`config.mk`:
```
export PLATFORM = sky130hd
export DESIGN_NAME = hash_keystream_name_cipher_top
export DESIGN_NICKNAME = d
export VERILOG_FILES = /design/src/rtl/hkc_pkg.sv /design/src/rtl/hkc_datapath.sv /design/src/rtl/hkc_control.sv /design/src/rtl/hash_keystream_name_cipher_top.sv
export SDC_FILE = /design/constraint.sdc
export NUM_CORES = 2
export LEC_CHECK = 0
export ABC_AREA = 1
export BUFFER_PORTS_ARGS = -buffer_cell sky130_fd_sc_hd__clkbuf_2
export CORE_MARGIN = 2
export CORE_UTILIZATION = 60
export CTS_BUF_LIST = sky130_fd_sc_hd__clkbuf_16
export CTS_CLUSTER_SIZE = 25
export DETAILED_ROUTE_END_ITERATION = 6
export PLACE_DENSITY = 0.78
export RECOVER_POWER = 25
export SYNTH_ARGS = -nofsm -noshare
export SYNTH_HDL_FRONTEND = slang
export SYNTH_HIERARCHICAL = 1
export SYNTH_SLANG_ARGS = --single-unit
```
`constraint.sdc`:
```
create_clock -name clock -period 35.6 [get_ports clock]
set_input_delay 5.34 -clock clock [delete_from_list [all_inputs] [get_ports clock]]
set_output_delay 5.34 -clock clock [all_outputs]
set_load 0.005 [all_outputs]
```
`src/rtl/hkc_pkg.sv`:
```
// shared types and constants of the hash keystream name cipher
package hkc_pkg;

   localparam int CsrIdxWidth = 3;
   localparam logic [CsrIdxWidth-1:0] CSR_KEY0 = 3'd0;
   localparam logic [CsrIdxWidth-1:0] CSR_KEY1 = 3'd1;
   localparam logic [CsrIdxWidth-1:0] CSR_KEY2 = 3'd2;
   localparam logic [CsrIdxWidth-1:0] CSR_KEY3 = 3'd3;
   localparam logic [CsrIdxWidth-1:0] CSR_NONCE_LO = 3'd4;
   localparam logic [CsrIdxWidth-1:0] CSR_NONCE_HI = 3'd5;

   localparam int PosWidth = 7;
   localparam int BlockBytes = 32;

   typedef struct packed {
      logic hash_start;
      logic [1:0] blk_sel;
   } hkc_cmd_type;

   typedef struct packed {
      logic hash_busy;
   } hkc_status_type;

   localparam logic [31:0] SHA_K [64] = '{
      32'h428a2f98, 32'h71374491, 32'hb5c0fbcf, 32'he9b5dba5, 32'h3956c25b, 32'h59f111f1,
      32'h923f82a4, 32'hab1c5ed5, 32'hd807aa98, 32'h12835b01, 32'h243185be, 32'h550c7dc3,
      32'h72be5d74, 32'h80deb1fe, 32'h9bdc06a7, 32'hc19bf174, 32'he49b69c1, 32'hefbe4786,
      32'h0fc19dc6, 32'h240ca1cc, 32'h2de92c6f, 32'h4a7484aa, 32'h5cb0a9dc, 32'h76f988da,
      32'h983e5152, 32'ha831c66d, 32'hb00327c8, 32'hbf597fc7, 32'hc6e00bf3, 32'hd5a79147,
      32'h06ca6351, 32'h14292967, 32'h27b70a85, 32'h2e1b2138, 32'h4d2c6dfc, 32'h53380d13,
      32'h650a7354, 32'h766a0abb, 32'h81c2c92e, 32'h92722c85, 32'ha2bfe8a1, 32'ha81a664b,
      32'hc24b8b70, 32'hc76c51a3, 32'hd192e819, 32'hd6990624, 32'hf40e3585, 32'h106aa070,
      32'h19a4c116, 32'h1e376c08, 32'h2748774c, 32'h34b0bcb5, 32'h391c0cb3, 32'h4ed8aa4a,
      32'h5b9cca4f, 32'h682e6ff3, 32'h748f82ee, 32'h78a5636f, 32'h84c87814, 32'h8cc70208,
      32'h90befffa, 32'ha4506ceb, 32'hbef9a3f7, 32'hc67178f2
   };

   localparam logic [31:0] SHA_INIT [8] = '{
      32'h6a09e667, 32'hbb67ae85, 32'h3c6ef372, 32'ha54ff53a,
      32'h510e527f, 32'h9b05688c, 32'h1f83d9ab, 32'h5be0cd19
   };

   function automatic logic [31:0] rotr(input logic [31:0] x, input int n);
      rotr = (x >> n) | (x << (32 - n));
   endfunction

   // four little-endian bytes of a 32-bit word into one big-endian message word
   function automatic logic [31:0] be_word(input logic [31:0] x);
      be_word = {x[7:0], x[15:8], x[23:16], x[31:24]};
   endfunction

endpackage

```
`src/rtl/hkc_datapath.sv`:
```
// datapath: config registers, sha-256 round unit and keystream block
module hkc_datapath import hkc_pkg::*; (
   input  logic clock,
   input  logic reset,
   input  logic csr_valid,
   input  logic [CsrIdxWidth-1:0] csr_index,
   input  logic [63:0] csr_data,
   input  hkc_cmd_type cmd,
   output hkc_status_type status,
   input  logic [4:0] ks_index,
   output logic [7:0] ks_byte
);

   logic [63:0] key_ff [4];
   logic [63:0] nonce_lo_ff;
   logic [31:0] nonce_hi_ff;
   logic [31:0] w_ff [16];
   logic [31:0] w_in [16];
   logic [31:0] a_ff, b_ff, c_ff, d_ff, e_ff, f_ff, g_ff, h_ff;
   logic [5:0] round_ff;
   logic busy_ff;
   logic fin_ff;
   logic [255:0] ks_ff;

   logic [31:0] s0, s1, ch, mj, t1, t2, ws0, ws1, w_new;

   always_ff @(posedge clock) begin
      if (reset) begin
         for (int i = 0; i < 4; i++) key_ff[i] <= '0;
         nonce_lo_ff <= '0;
         nonce_hi_ff <= '0;
      end else if (csr_valid) begin
         case (csr_index)
            CSR_KEY0: key_ff[0] <= csr_data;
            CSR_KEY1: key_ff[1] <= csr_data;
            CSR_KEY2: key_ff[2] <= csr_data;
            CSR_KEY3: key_ff[3] <= csr_data;
            CSR_NONCE_LO: nonce_lo_ff <= csr_data;
            CSR_NONCE_HI: nonce_hi_ff <= csr_data[31:0];
            default: ;
         endcase
      end
   end

   // message schedule as a 16-word sliding window
   always_comb begin
      ws0 = rotr(w_ff[1], 7) ^ rotr(w_ff[1], 18) ^ (w_ff[1] >> 3);
      ws1 = rotr(w_ff[14], 17) ^ rotr(w_ff[14], 19) ^ (w_ff[14] >> 10);
      w_new = w_ff[0] + ws0 + w_ff[9] + ws1;
      for (int i = 0; i < 15; i++) w_in[i] = w_ff[i+1];
      w_in[15] = w_new;
      s1 = rotr(e_ff, 6) ^ rotr(e_ff, 11) ^ rotr(e_ff, 25);
      ch = (e_ff & f_ff) ^ (~e_ff & g_ff);
      t1 = h_ff + s1 + ch + SHA_K[round_ff] + w_ff[0];
      s0 = rotr(a_ff, 2) ^ rotr(a_ff, 13) ^ rotr(a_ff, 22);
      mj = (a_ff & b_ff) ^ (a_ff & c_ff) ^ (b_ff & c_ff);
      t2 = s0 + mj;
   end

   always_ff @(posedge clock) begin
      if (reset) begin
         busy_ff <= 1'b0;
         fin_ff <= 1'b0;
         round_ff <= '0;
      end else if (cmd.hash_start) begin
         busy_ff <= 1'b1;
         fin_ff <= 1'b0;
         round_ff <= '0;
      end else if (fin_ff) begin
         fin_ff <= 1'b0;
         busy_ff <= 1'b0;
      end else if (busy_ff) begin
         round_ff <= round_ff + 6'd1;
         if (round_ff == 6'd63) fin_ff <= 1'b1;
      end
   end

   always_ff @(posedge clock) begin
      if (cmd.hash_start) begin
         for (int i = 0; i < 4; i++) begin
            w_ff[2*i]   <= be_word(key_ff[i][31:0]);
            w_ff[2*i+1] <= be_word(key_ff[i][63:32]);
         end
         w_ff[8]  <= be_word(nonce_lo_ff[31:0]);
         w_ff[9]  <= be_word(nonce_lo_ff[63:32]);
         w_ff[10] <= be_word(nonce_hi_ff);
         w_ff[11] <= be_word({30'd0, cmd.blk_sel});
         w_ff[12] <= 32'h80000000;
         w_ff[13] <= 32'd0;
         w_ff[14] <= 32'd0;
         w_ff[15] <= 32'd384;
         a_ff <= SHA_INIT[0]; b_ff <= SHA_INIT[1];
         c_ff <= SHA_INIT[2]; d_ff <= SHA_INIT[3];
         e_ff <= SHA_INIT[4]; f_ff <= SHA_INIT[5];
         g_ff <= SHA_INIT[6]; h_ff <= SHA_INIT[7];
      end else if (busy_ff && !fin_ff) begin
         w_ff <= w_in;
         h_ff <= g_ff; g_ff <= f_ff; f_ff <= e_ff; e_ff <= d_ff + t1;
         d_ff <= c_ff; c_ff <= b_ff; b_ff <= a_ff; a_ff <= t1 + t2;
      end
   end

   // final add; digest byte i sits at ks_ff[8i+7:8i]
   always_ff @(posedge clock) begin
      if (fin_ff) begin
         ks_ff[31:0]    <= be_word(SHA_INIT[0] + a_ff);
         ks_ff[63:32]   <= be_word(SHA_INIT[1] + b_ff);
         ks_ff[95:64]   <= be_word(SHA_INIT[2] + c_ff);
         ks_ff[127:96]  <= be_word(SHA_INIT[3] + d_ff);
         ks_ff[159:128] <= be_word(SHA_INIT[4] + e_ff);
         ks_ff[191:160] <= be_word(SHA_INIT[5] + f_ff);
         ks_ff[223:192] <= be_word(SHA_INIT[6] + g_ff);
         ks_ff[255:224] <= be_word(SHA_INIT[7] + h_ff);
      end
   end

   assign ks_byte = ks_ff[{ks_index, 3'b000} +: 8];
   assign status.hash_busy = busy_ff;

endmodule

```
`src/rtl/hkc_control.sv`:
```
// controller: name position, hash sequencing, counters and result register
module hkc_control import hkc_pkg::*; #(
   parameter int MaxNameBytes = 72
) (
   input  logic clock,
   input  logic reset,
   input  logic req_tvalid,
   output logic req_tready,
   input  logic [7:0] req_byte,
   input  logic req_first,
   input  logic req_last,
   input  logic req_dir,
   output logic rsp_tvalid,
   input  logic rsp_tready,
   output logic [7:0] rsp_byte,
   output logic rsp_last,
   output logic [31:0] rsp_enc,
   output logic [31:0] rsp_dec,
   output hkc_cmd_type cmd,
   input  hkc_status_type status,
   output logic [4:0] ks_index,
   input  logic [7:0] ks_byte
);

   localparam logic [1:0] ST_IDLE = 2'd0;
   localparam logic [1:0] ST_HASH = 2'd1;
   localparam logic [1:0] ST_EMIT = 2'd2;
   localparam logic [PosWidth-1:0] MaxPos = PosWidth'(MaxNameBytes);

   logic [1:0] state_ff;
   logic [PosWidth-1:0] pos_ff, pos_ff_cur;
   logic [7:0] byte_ff;
   logic last_ff, dir_ff;
   logic [31:0] enc_ff, dec_ff;
   logic rsp_valid_ff;
   logic [7:0] rbyte_ff;
   logic rlast_ff;
   logic [31:0] renc_ff, rdec_ff;
   logic accept, end_name;
   logic [PosWidth-1:0] p_eff;

   assign req_tready = (state_ff == ST_IDLE) && (!rsp_valid_ff || rsp_tready);
   assign accept = req_tvalid && req_tready;
   assign p_eff = req_first ? '0 : pos_ff;
   assign pos_ff_cur = pos_ff;
   assign end_name = last_ff || (pos_ff_cur + 7'd1 >= MaxPos);
   assign ks_index = pos_ff_cur[4:0];
   assign cmd.hash_start = accept && (p_eff < MaxPos) && (p_eff[4:0] == 5'd0);
   assign cmd.blk_sel = p_eff[6:5];

   always_ff @(posedge clock) begin
      if (reset) begin
         state_ff <= ST_IDLE;
         pos_ff <= '0;
         enc_ff <= '0;
         dec_ff <= '0;
         rsp_valid_ff <= 1'b0;
      end else begin
         if (rsp_valid_ff && rsp_tready) rsp_valid_ff <= 1'b0;
         case (state_ff)
            ST_IDLE: if (accept && p_eff < MaxPos) begin
               pos_ff <= p_eff;
               byte_ff <= req_byte;
               last_ff <= req_last;
               dir_ff <= req_dir;
               state_ff <= cmd.hash_start ? ST_HASH : ST_EMIT;
            end else if (accept) begin
               pos_ff <= p_eff;
            end
            ST_HASH: if (!status.hash_busy) state_ff <= ST_EMIT;
            ST_EMIT: begin
               rsp_valid_ff <= 1'b1;
               rbyte_ff <= byte_ff ^ ks_byte;
               rlast_ff <= end_name;
               renc_ff <= (end_name && !dir_ff) ? enc_ff + 32'd1 : enc_ff;
               rdec_ff <= (end_name && dir_ff) ? dec_ff + 32'd1 : dec_ff;
               if (end_name && !dir_ff) enc_ff <= enc_ff + 32'd1;
               if (end_name && dir_ff) dec_ff <= dec_ff + 32'd1;
               pos_ff <= end_name ? MaxPos : pos_ff + 7'd1;
               state_ff <= ST_IDLE;
            end
            default: state_ff <= ST_IDLE;
         endcase
      end
   end

   assign rsp_tvalid = rsp_valid_ff;
   assign rsp_byte = rbyte_ff;
   assign rsp_last = rlast_ff;
   assign rsp_enc = renc_ff;
   assign rsp_dec = rdec_ff;

endmodule

```
`src/rtl/hash_keystream_name_cipher_top.sv`:
```
// Name cipher with a SHA-256 counter-mode keystream. A byte at a 32-byte
// boundary of a name starts one SHA-256 compression (64 rounds, one per cycle)
// before its result is registered; every other byte uses the held keystream
// block. Each byte's result is registered before the next request is taken,
// so the round unit sets the pace of a name, and a result that waits holds off
// the next request. Configuration must be written only while no request is
// in flight; the block itself does not enforce this.
module hash_keystream_name_cipher_top import hkc_pkg::*; #(
   parameter int MaxNameBytes = 72
) (
   input  logic clock,
   input  logic reset,
   input  logic req_tvalid,
   output logic req_tready,
   input  logic [7:0] req_tdata,   // data_byte
   input  logic [1:0] req_tuser,   // first_of_name, direction
   input  logic req_tlast,
   output logic rsp_tvalid,
   input  logic rsp_tready,
   output logic [71:0] rsp_tdata,  // out_byte, names_encrypted_total, names_decrypted_total
   output logic rsp_tlast,
   input  logic csr_valid,
   output logic csr_ready,
   input  logic [CsrIdxWidth-1:0] csr_index,
   input  logic [63:0] csr_data
);

   hkc_cmd_type cmd;
   hkc_status_type status;
   logic [4:0] ks_index;
   logic [7:0] ks_byte;

   assign csr_ready = 1'b1;

   hkc_datapath u_dp (
      .clock(clock), .reset(reset),
      .csr_valid(csr_valid), .csr_index(csr_index), .csr_data(csr_data),
      .cmd(cmd), .status(status), .ks_index(ks_index), .ks_byte(ks_byte)
   );

   hkc_control #(.MaxNameBytes(MaxNameBytes)) u_ctl (
      .clock(clock), .reset(reset),
      .req_tvalid(req_tvalid), .req_tready(req_tready),
      .req_byte(req_tdata), .req_first(req_tuser[0]), .req_last(req_tlast),
      .req_dir(req_tuser[1]),
      .rsp_tvalid(rsp_tvalid), .rsp_tready(rsp_tready),
      .rsp_byte(rsp_tdata[7:0]), .rsp_last(rsp_tlast),
      .rsp_enc(rsp_tdata[39:8]), .rsp_dec(rsp_tdata[71:40]),
      .cmd(cmd), .status(status), .ks_index(ks_index), .ks_byte(ks_byte)
   );

endmodule

```
Yosys cells after proc, flatten, opt, wreduce, memory -nomap -nowiden
Memory sizes are Yosys's and may differ from the RTL's.
Index checks and enable logic that the tools add are counted.
{"block": "word_totals", "ramBits": 256, "in_bits": 83, "rom_bits": 2048, "ff_bits": 1285, "elab_cells": 189, "memories": 2, "out_inout_bits": 76}
{"block": "op_classes", "n_mux": 42, "reduce_logical": 29, "add_sub_neg": 22, "shifts": 1, "bitwise_logic": 36, "n_lt_le_gt_ge": 3, "n_eq_ne": 11}
{"memory": "(no name shown)", "words": 64, "word_bits": 32, "rd": 1, "rd_clocked_by_memory_dff": 0, "wr": 0, "line_no": "hkc_datapath.sv:54", "rtl": "t1 = h_ff + s1 + ch + SHA_K[round_ff] + w_ff[0];"}
{"memory": "u_dp.key_ff", "words": 4, "word_bits": 64, "rd": 4, "rd_clocked_by_memory_dff": 0, "wr": 4, "line_no": "hkc_datapath.sv:14", "rtl": "logic [63:0] key_ff [4];"}
{"cell": "two-way mux 512 bit", "count": 2}
{"cell": "adder 32 bit", "count": 10}
{"cell": "XOR 32 bit", "count": 9}
{"cell": "two-way mux 64 bit", "count": 4}
{"cell": "variable part select 256 x 9 -> 8 bit", "count": 1}
{"cell": "bitwise AND 32 bit", "count": 5}
{"cell": "two-way mux 32 bit", "count": 4}
{"cell": "adder 31 x 32 -> 32 bit, first input constant", "count": 3}
{"cell": "adder 32 bit, first input constant", "count": 3}
{"cell": "adder 32 x 1 -> 32 bit, second input constant", "count": 2}
{"cell": "adder 29 x 32 -> 32 bit, first input constant", "count": 1}
{"cell": "adder 30 x 32 -> 32 bit, first input constant", "count": 1}
{"cell": "NOT 32 bit", "count": 1}
{"cell": "bitwise OR 10 x 32 -> 32 bit", "count": 1}
{"cell": "bitwise OR 13 x 32 -> 32 bit", "count": 1}
{"cell": "bitwise OR 14 x 32 -> 32 bit", "count": 1}
{"cell": "bitwise OR 15 x 32 -> 32 bit", "count": 1}
{"cell": "bitwise OR 19 x 32 -> 32 bit", "count": 1}
{"cell": "bitwise OR 21 x 32 -> 32 bit", "count": 1}
{"cell": "bitwise OR 25 x 32 -> 32 bit", "count": 1}
{"cell": "bitwise OR 26 x 32 -> 32 bit", "count": 1}
{"cell": "bitwise OR 30 x 32 -> 32 bit", "count": 1}
{"cell": "bitwise OR 7 x 32 -> 32 bit", "count": 1}
{"cell": "XOR 32 x 22 -> 32 bit", "count": 1}
{"cell": "33 further kinds", "count": 87}

Longest topological paths before layout
{"block": "depth", "depth_word": 9, "ltp_mapped": 42, "depth_no_buf": 41}

Modules after synthesis
The synthesis kept the hierarchy.
{"mod": "hkc_datapath", "area_each_um2": 72658.4, "seq_area_each_um2": 36374.9, "n_inst": 1, "cells_each": 7561}
{"mod": "hkc_control", "area_each_um2": 8812.2, "seq_area_each_um2": 3973.8, "n_inst": 1, "cells_each": 1207}
{"mod": "hash_keystream_name_cipher_top", "area_each_um2": 11.3, "seq_area_each_um2": 0.0, "n_inst": 1, "cells_each": 2}

Worst setup path after synthesis
Ideal clock, no wire load.
{"block": "synth_path", "path_kind": "input to register", "from": "input rsp_tready", "to": "register u_dp/w_ff[152] in the netlist's numbering (enable)", "required_time_ps": 34743, "n_path_buf": 2, "stages": 10, "arrival_ps": 16162, "setup_ps": 857, "slack_ps": 18581, "path_cell_list": "inv_1 > a21oi_1 > nand2_1 > a21oi_1 > nand2_1 > inv_1 > nor2_2 > inv_1 > buf_2 > clkbuf_1"}
{"element": "from (decl)", "line_no": "hash_keystream_name_cipher_top.sv:19", "rtl": "input logic rsp_tready,"}
{"element": "to (signal, indexed assignment)", "line_no": "hkc_datapath.sv:81", "rtl": "w_ff[2*i] <= be_word(key_ff[i][31:0]);"}
{"element": "to (signal, indexed assignment)", "line_no": "hkc_datapath.sv:82", "rtl": "w_ff[2*i+1] <= be_word(key_ff[i][63:32]);"}
{"element": "to (signal assigned)", "line_no": "hkc_datapath.sv:97", "rtl": "w_ff <= w_in;"}
{"element": "to (decl)", "line_no": "hkc_datapath.sv:17", "rtl": "logic [31:0] w_ff [16];"}

Worst setup path after layout
{"block": "layout_path", "from": "input rsp_tready", "to": "output req_tready"}
{"block": "layout_between", "elab_chain_len": 2}
{"element": "logical OR 1 bit", "line_no": "hkc_control.sv:42", "rtl": "assign req_tready = (state_ff == ST_IDLE) && (!rsp_valid_ff || rsp_tready);"}
{"element": "logical AND 1 bit", "line_no": "hkc_control.sv:42"}
{"element": "to (decl)", "line_no": "hash_keystream_name_cipher_top.sv:14", "rtl": "output logic req_tready,"}
No other way between the ends.

==> qor.yml <==
run_status: "complete, but fails checks"
failed_checks: "DRC, capacitance limit, slew limit"
place_ws_ps: 24450
die_y_um: 373
critPathLaunchType: "primary input"
multiInputGateArea_um2: 34400
synth_top_area_share: 0.350
synth.distinct_cells: 75
yosysMostFrequentCell: "nand2_1"
r2r_cells: 12
slew_headroom: -1.74
layout-drive-gt1-share: 0.0609
worst_hold_path_type: "flop to flop"
start_util: 0.603
post_drt_wl_per_cell_um: 25.8
cts.sinks: 1541
worstReg2RegStart: "u_ctl/pos_ff[1]$_SDFFE_PP0P_"
clkTransAtPathRegs_ps: 60
avgSynthCellArea_um2: 9.29
fillCellCount: 10900
die_area_um2: 139000
clockBufferDepth: 3
globalRouteOverflowTotal: 0
path_class: "primary input to output port"
drc: 2
synthTopCellsByCount: "nand2_1 (1199), inv_1 (1158), edfxtp_1 (949)"
drt_wl_total_mm: 274
finalHoldViolations: 0
yosys.area.top_type: "edfxtp_1"
ctsHoldBuffers: 0
firstDrtPassIters: 7
synth_area_leaders: "edfxtp_1 (35%), dfxtp_1 (15%), nand2_1 (5.5%)"
io_pins: 159
worst_pin_slew_ps: 4110
fin_ws_ps: 24450
finalSetupViolCount: 0
synth_adder_area_share: 0.0707
synth_compound_area_frac: 0.154
rsz0062_at_grt: "no"
synth_seq_cells: 1541
worstSetupStartpoint: "rsp_tready"
synthXorXnorAreaFrac: 0.0594
fin_crit_sh: 0.313
groute.usage.overall: 0.390
dpl.hpwl_mm: 199
endpoint_kind: "output port"
clk_latency_ps: 810
slew_viol_final: 502
seq_area_um2: 40400
critical_path.endpoint: "req_tready"
synth_top_family_by_area: "compound AO/OA/AOI/OAI gates"
synth-edff-count: 949
coreArea_um2: 135000
synthSimpleGateAreaFrac: 0.140
grt_pass1_wl_mm: 401
worst_ep_arrival_time_ps: 5810
cp_max_fo: 2
ant_nets: 0
cap_violations: 9
grt_pass1_vias: 62200
r2r_end: "u_ctl/rsp_dec[10]$_DFFE_PP_"
vias_per_cell: 6.25
synth_nets: 9200
port_buffers: 157
max_freq_mhz: 89.7
ff2ff_setup_slack_ps: 26400
post-cts-setup-buffer-count: 0
die_w_um: 373
synthCells: 8770
skew_ps: 43.0
synth.area.mux_share: 0.000123
area_growth_pct: 7.84
critPathRequiredTime_ps: 30260
cts_inserted_buffers: 158
cts_tree: "yes"
place.gp.congestion: 1.03
vias: 66500
cts-root-buf: "clkbuf_16"
async_flop_share: 0
grt_max_degree: 199
min_period_ps: 11150
mappedNetlistArea_um2: 81500
antenna_found_initial: 10
h-tree-depth: 4
ys_seq_area_frac: 0.495
post_cts_resized: 0
drt_iter0_drc: 9571
fin_nets: 9147
rows: 135
synth_ff_type: "edfxtp_1"
fin_setup_tns_ps: 0
yosys_warnings: 6
[cell type report]
cell class	count	area share
sequential	1541	0.459
clock inverter	138	0.0135
tap	1781	0.0254
clock buffer	159	0.0453
inverter	1193	0.0513
antenna	3	0.0000854
multi-input combinational	5610	0.391
timing repair buffer	213	0.0138
[how the worst min path moves through the flow]
| stage | from | endpoint | slack, ps | depth (start not counted) |
|---|---|---|---|---|
| floorplan | u_dp/f_ff[1]$_SDFFE_PP0P_ | u_dp/ks_ff[185]$_DFFE_PP_ | 410 | 0 |
| global placement | u_dp/w_ff[26]$_SDFFE_PP0P_ | u_dp/w_ff[26]$_SDFFE_PP0P_ | 440 | 2 |
| detailed placement | u_dp/w_ff[17]$_SDFFE_PP0P_ | u_dp/w_ff[49]$_SDFFE_PP0P_ | 440 | 2 |
| CTS | u_dp/w_ff[17]$_SDFFE_PP0P_ | u_dp/w_ff[17]$_SDFFE_PP0P_ | 460 | 2 |
| global route | u_dp/w_ff[26]$_SDFFE_PP0P_ | u_dp/w_ff[26]$_SDFFE_PP0P_ | 490 | 2 |
| finish | u_dp/w_ff[17]$_SDFFE_PP0P_ | u_dp/w_ff[17]$_SDFFE_PP0P_ | 460 | 2 |
[critical path, stage by stage]
cell and delay (ps):
clkbuf_2 80, inv_1 40, a21oi_1 190, clkbuf_2 150
[state kept, by name, indices dropped and copies added, names as in the netlist, 32 cells and up]
name and flops:
u_dp/nonce_lo_ff 64, u_dp/g_ff 32, u_dp/h_ff 32, u_dp/nonce_hi_ff 32
u_dp/a_ff 32, u_dp/b_ff 32, u_dp/f_ff 32, u_ctl/rsp_dec 32
u_dp/key_ff 256, u_dp/c_ff 32, u_dp/d_ff 32, u_dp/e_ff 32
u_ctl/enc_ff 32, u_dp/w_ff 512, u_ctl/rsp_enc 32, u_dp/ks_ff 256
u_ctl/dec_ff 32
[cells in the final DEF (no fill, tap or decap), drive strengths merged, types with 291 or more instances in the layout]
cell type | netlist | routed
a21oi | 441 | 441
a22o | 291 | 291
clkbuf | 252 | 323
dfxtp | 592 | 592
edfxtp | 949 | 949
inv | 1190 | 1236
nand2 | 1232 | 1232
nand3 | 389 | 389
nor2 | 931 | 931
o21ai | 657 | 657
xor2 | 396 | 396
[layer usage]
layer	wire length, um	vias up	global-route usage
met5	92	-	0
li1	-	29600	-
met4	10300	14	0.133
met1	110000	32200	0.552
met2	120000	4069	0.587
met3	33400	570	0.0991
[logic make-up after synthesis]
family,count (synthesis)
other cells,1
compound gates,2008
mux,1
simple gates,2700
buf+inv,1619
xor+xnor,553
flops,1541
fa+ha+maj,347
[per-stage QoR]
stage | instance area (um2) | instances | hold slack (ps) | util
after detailed placement | 83000 | 10300 | 443 | 0.615
after global placement | 83000 | 10300 | 443 | 0.615
after floorplan | 81500 | 8770 | 408 | -
final | 87900 | 10600 | 464 | 0.650
after global routing | 87900 | 10600 | 491 | 0.650
after CTS | 88200 | 10600 | 461 | 0.653
Power is not shown: default switching activity piles up to over one toggle a cycle in this logic, so the estimate is an artifact.
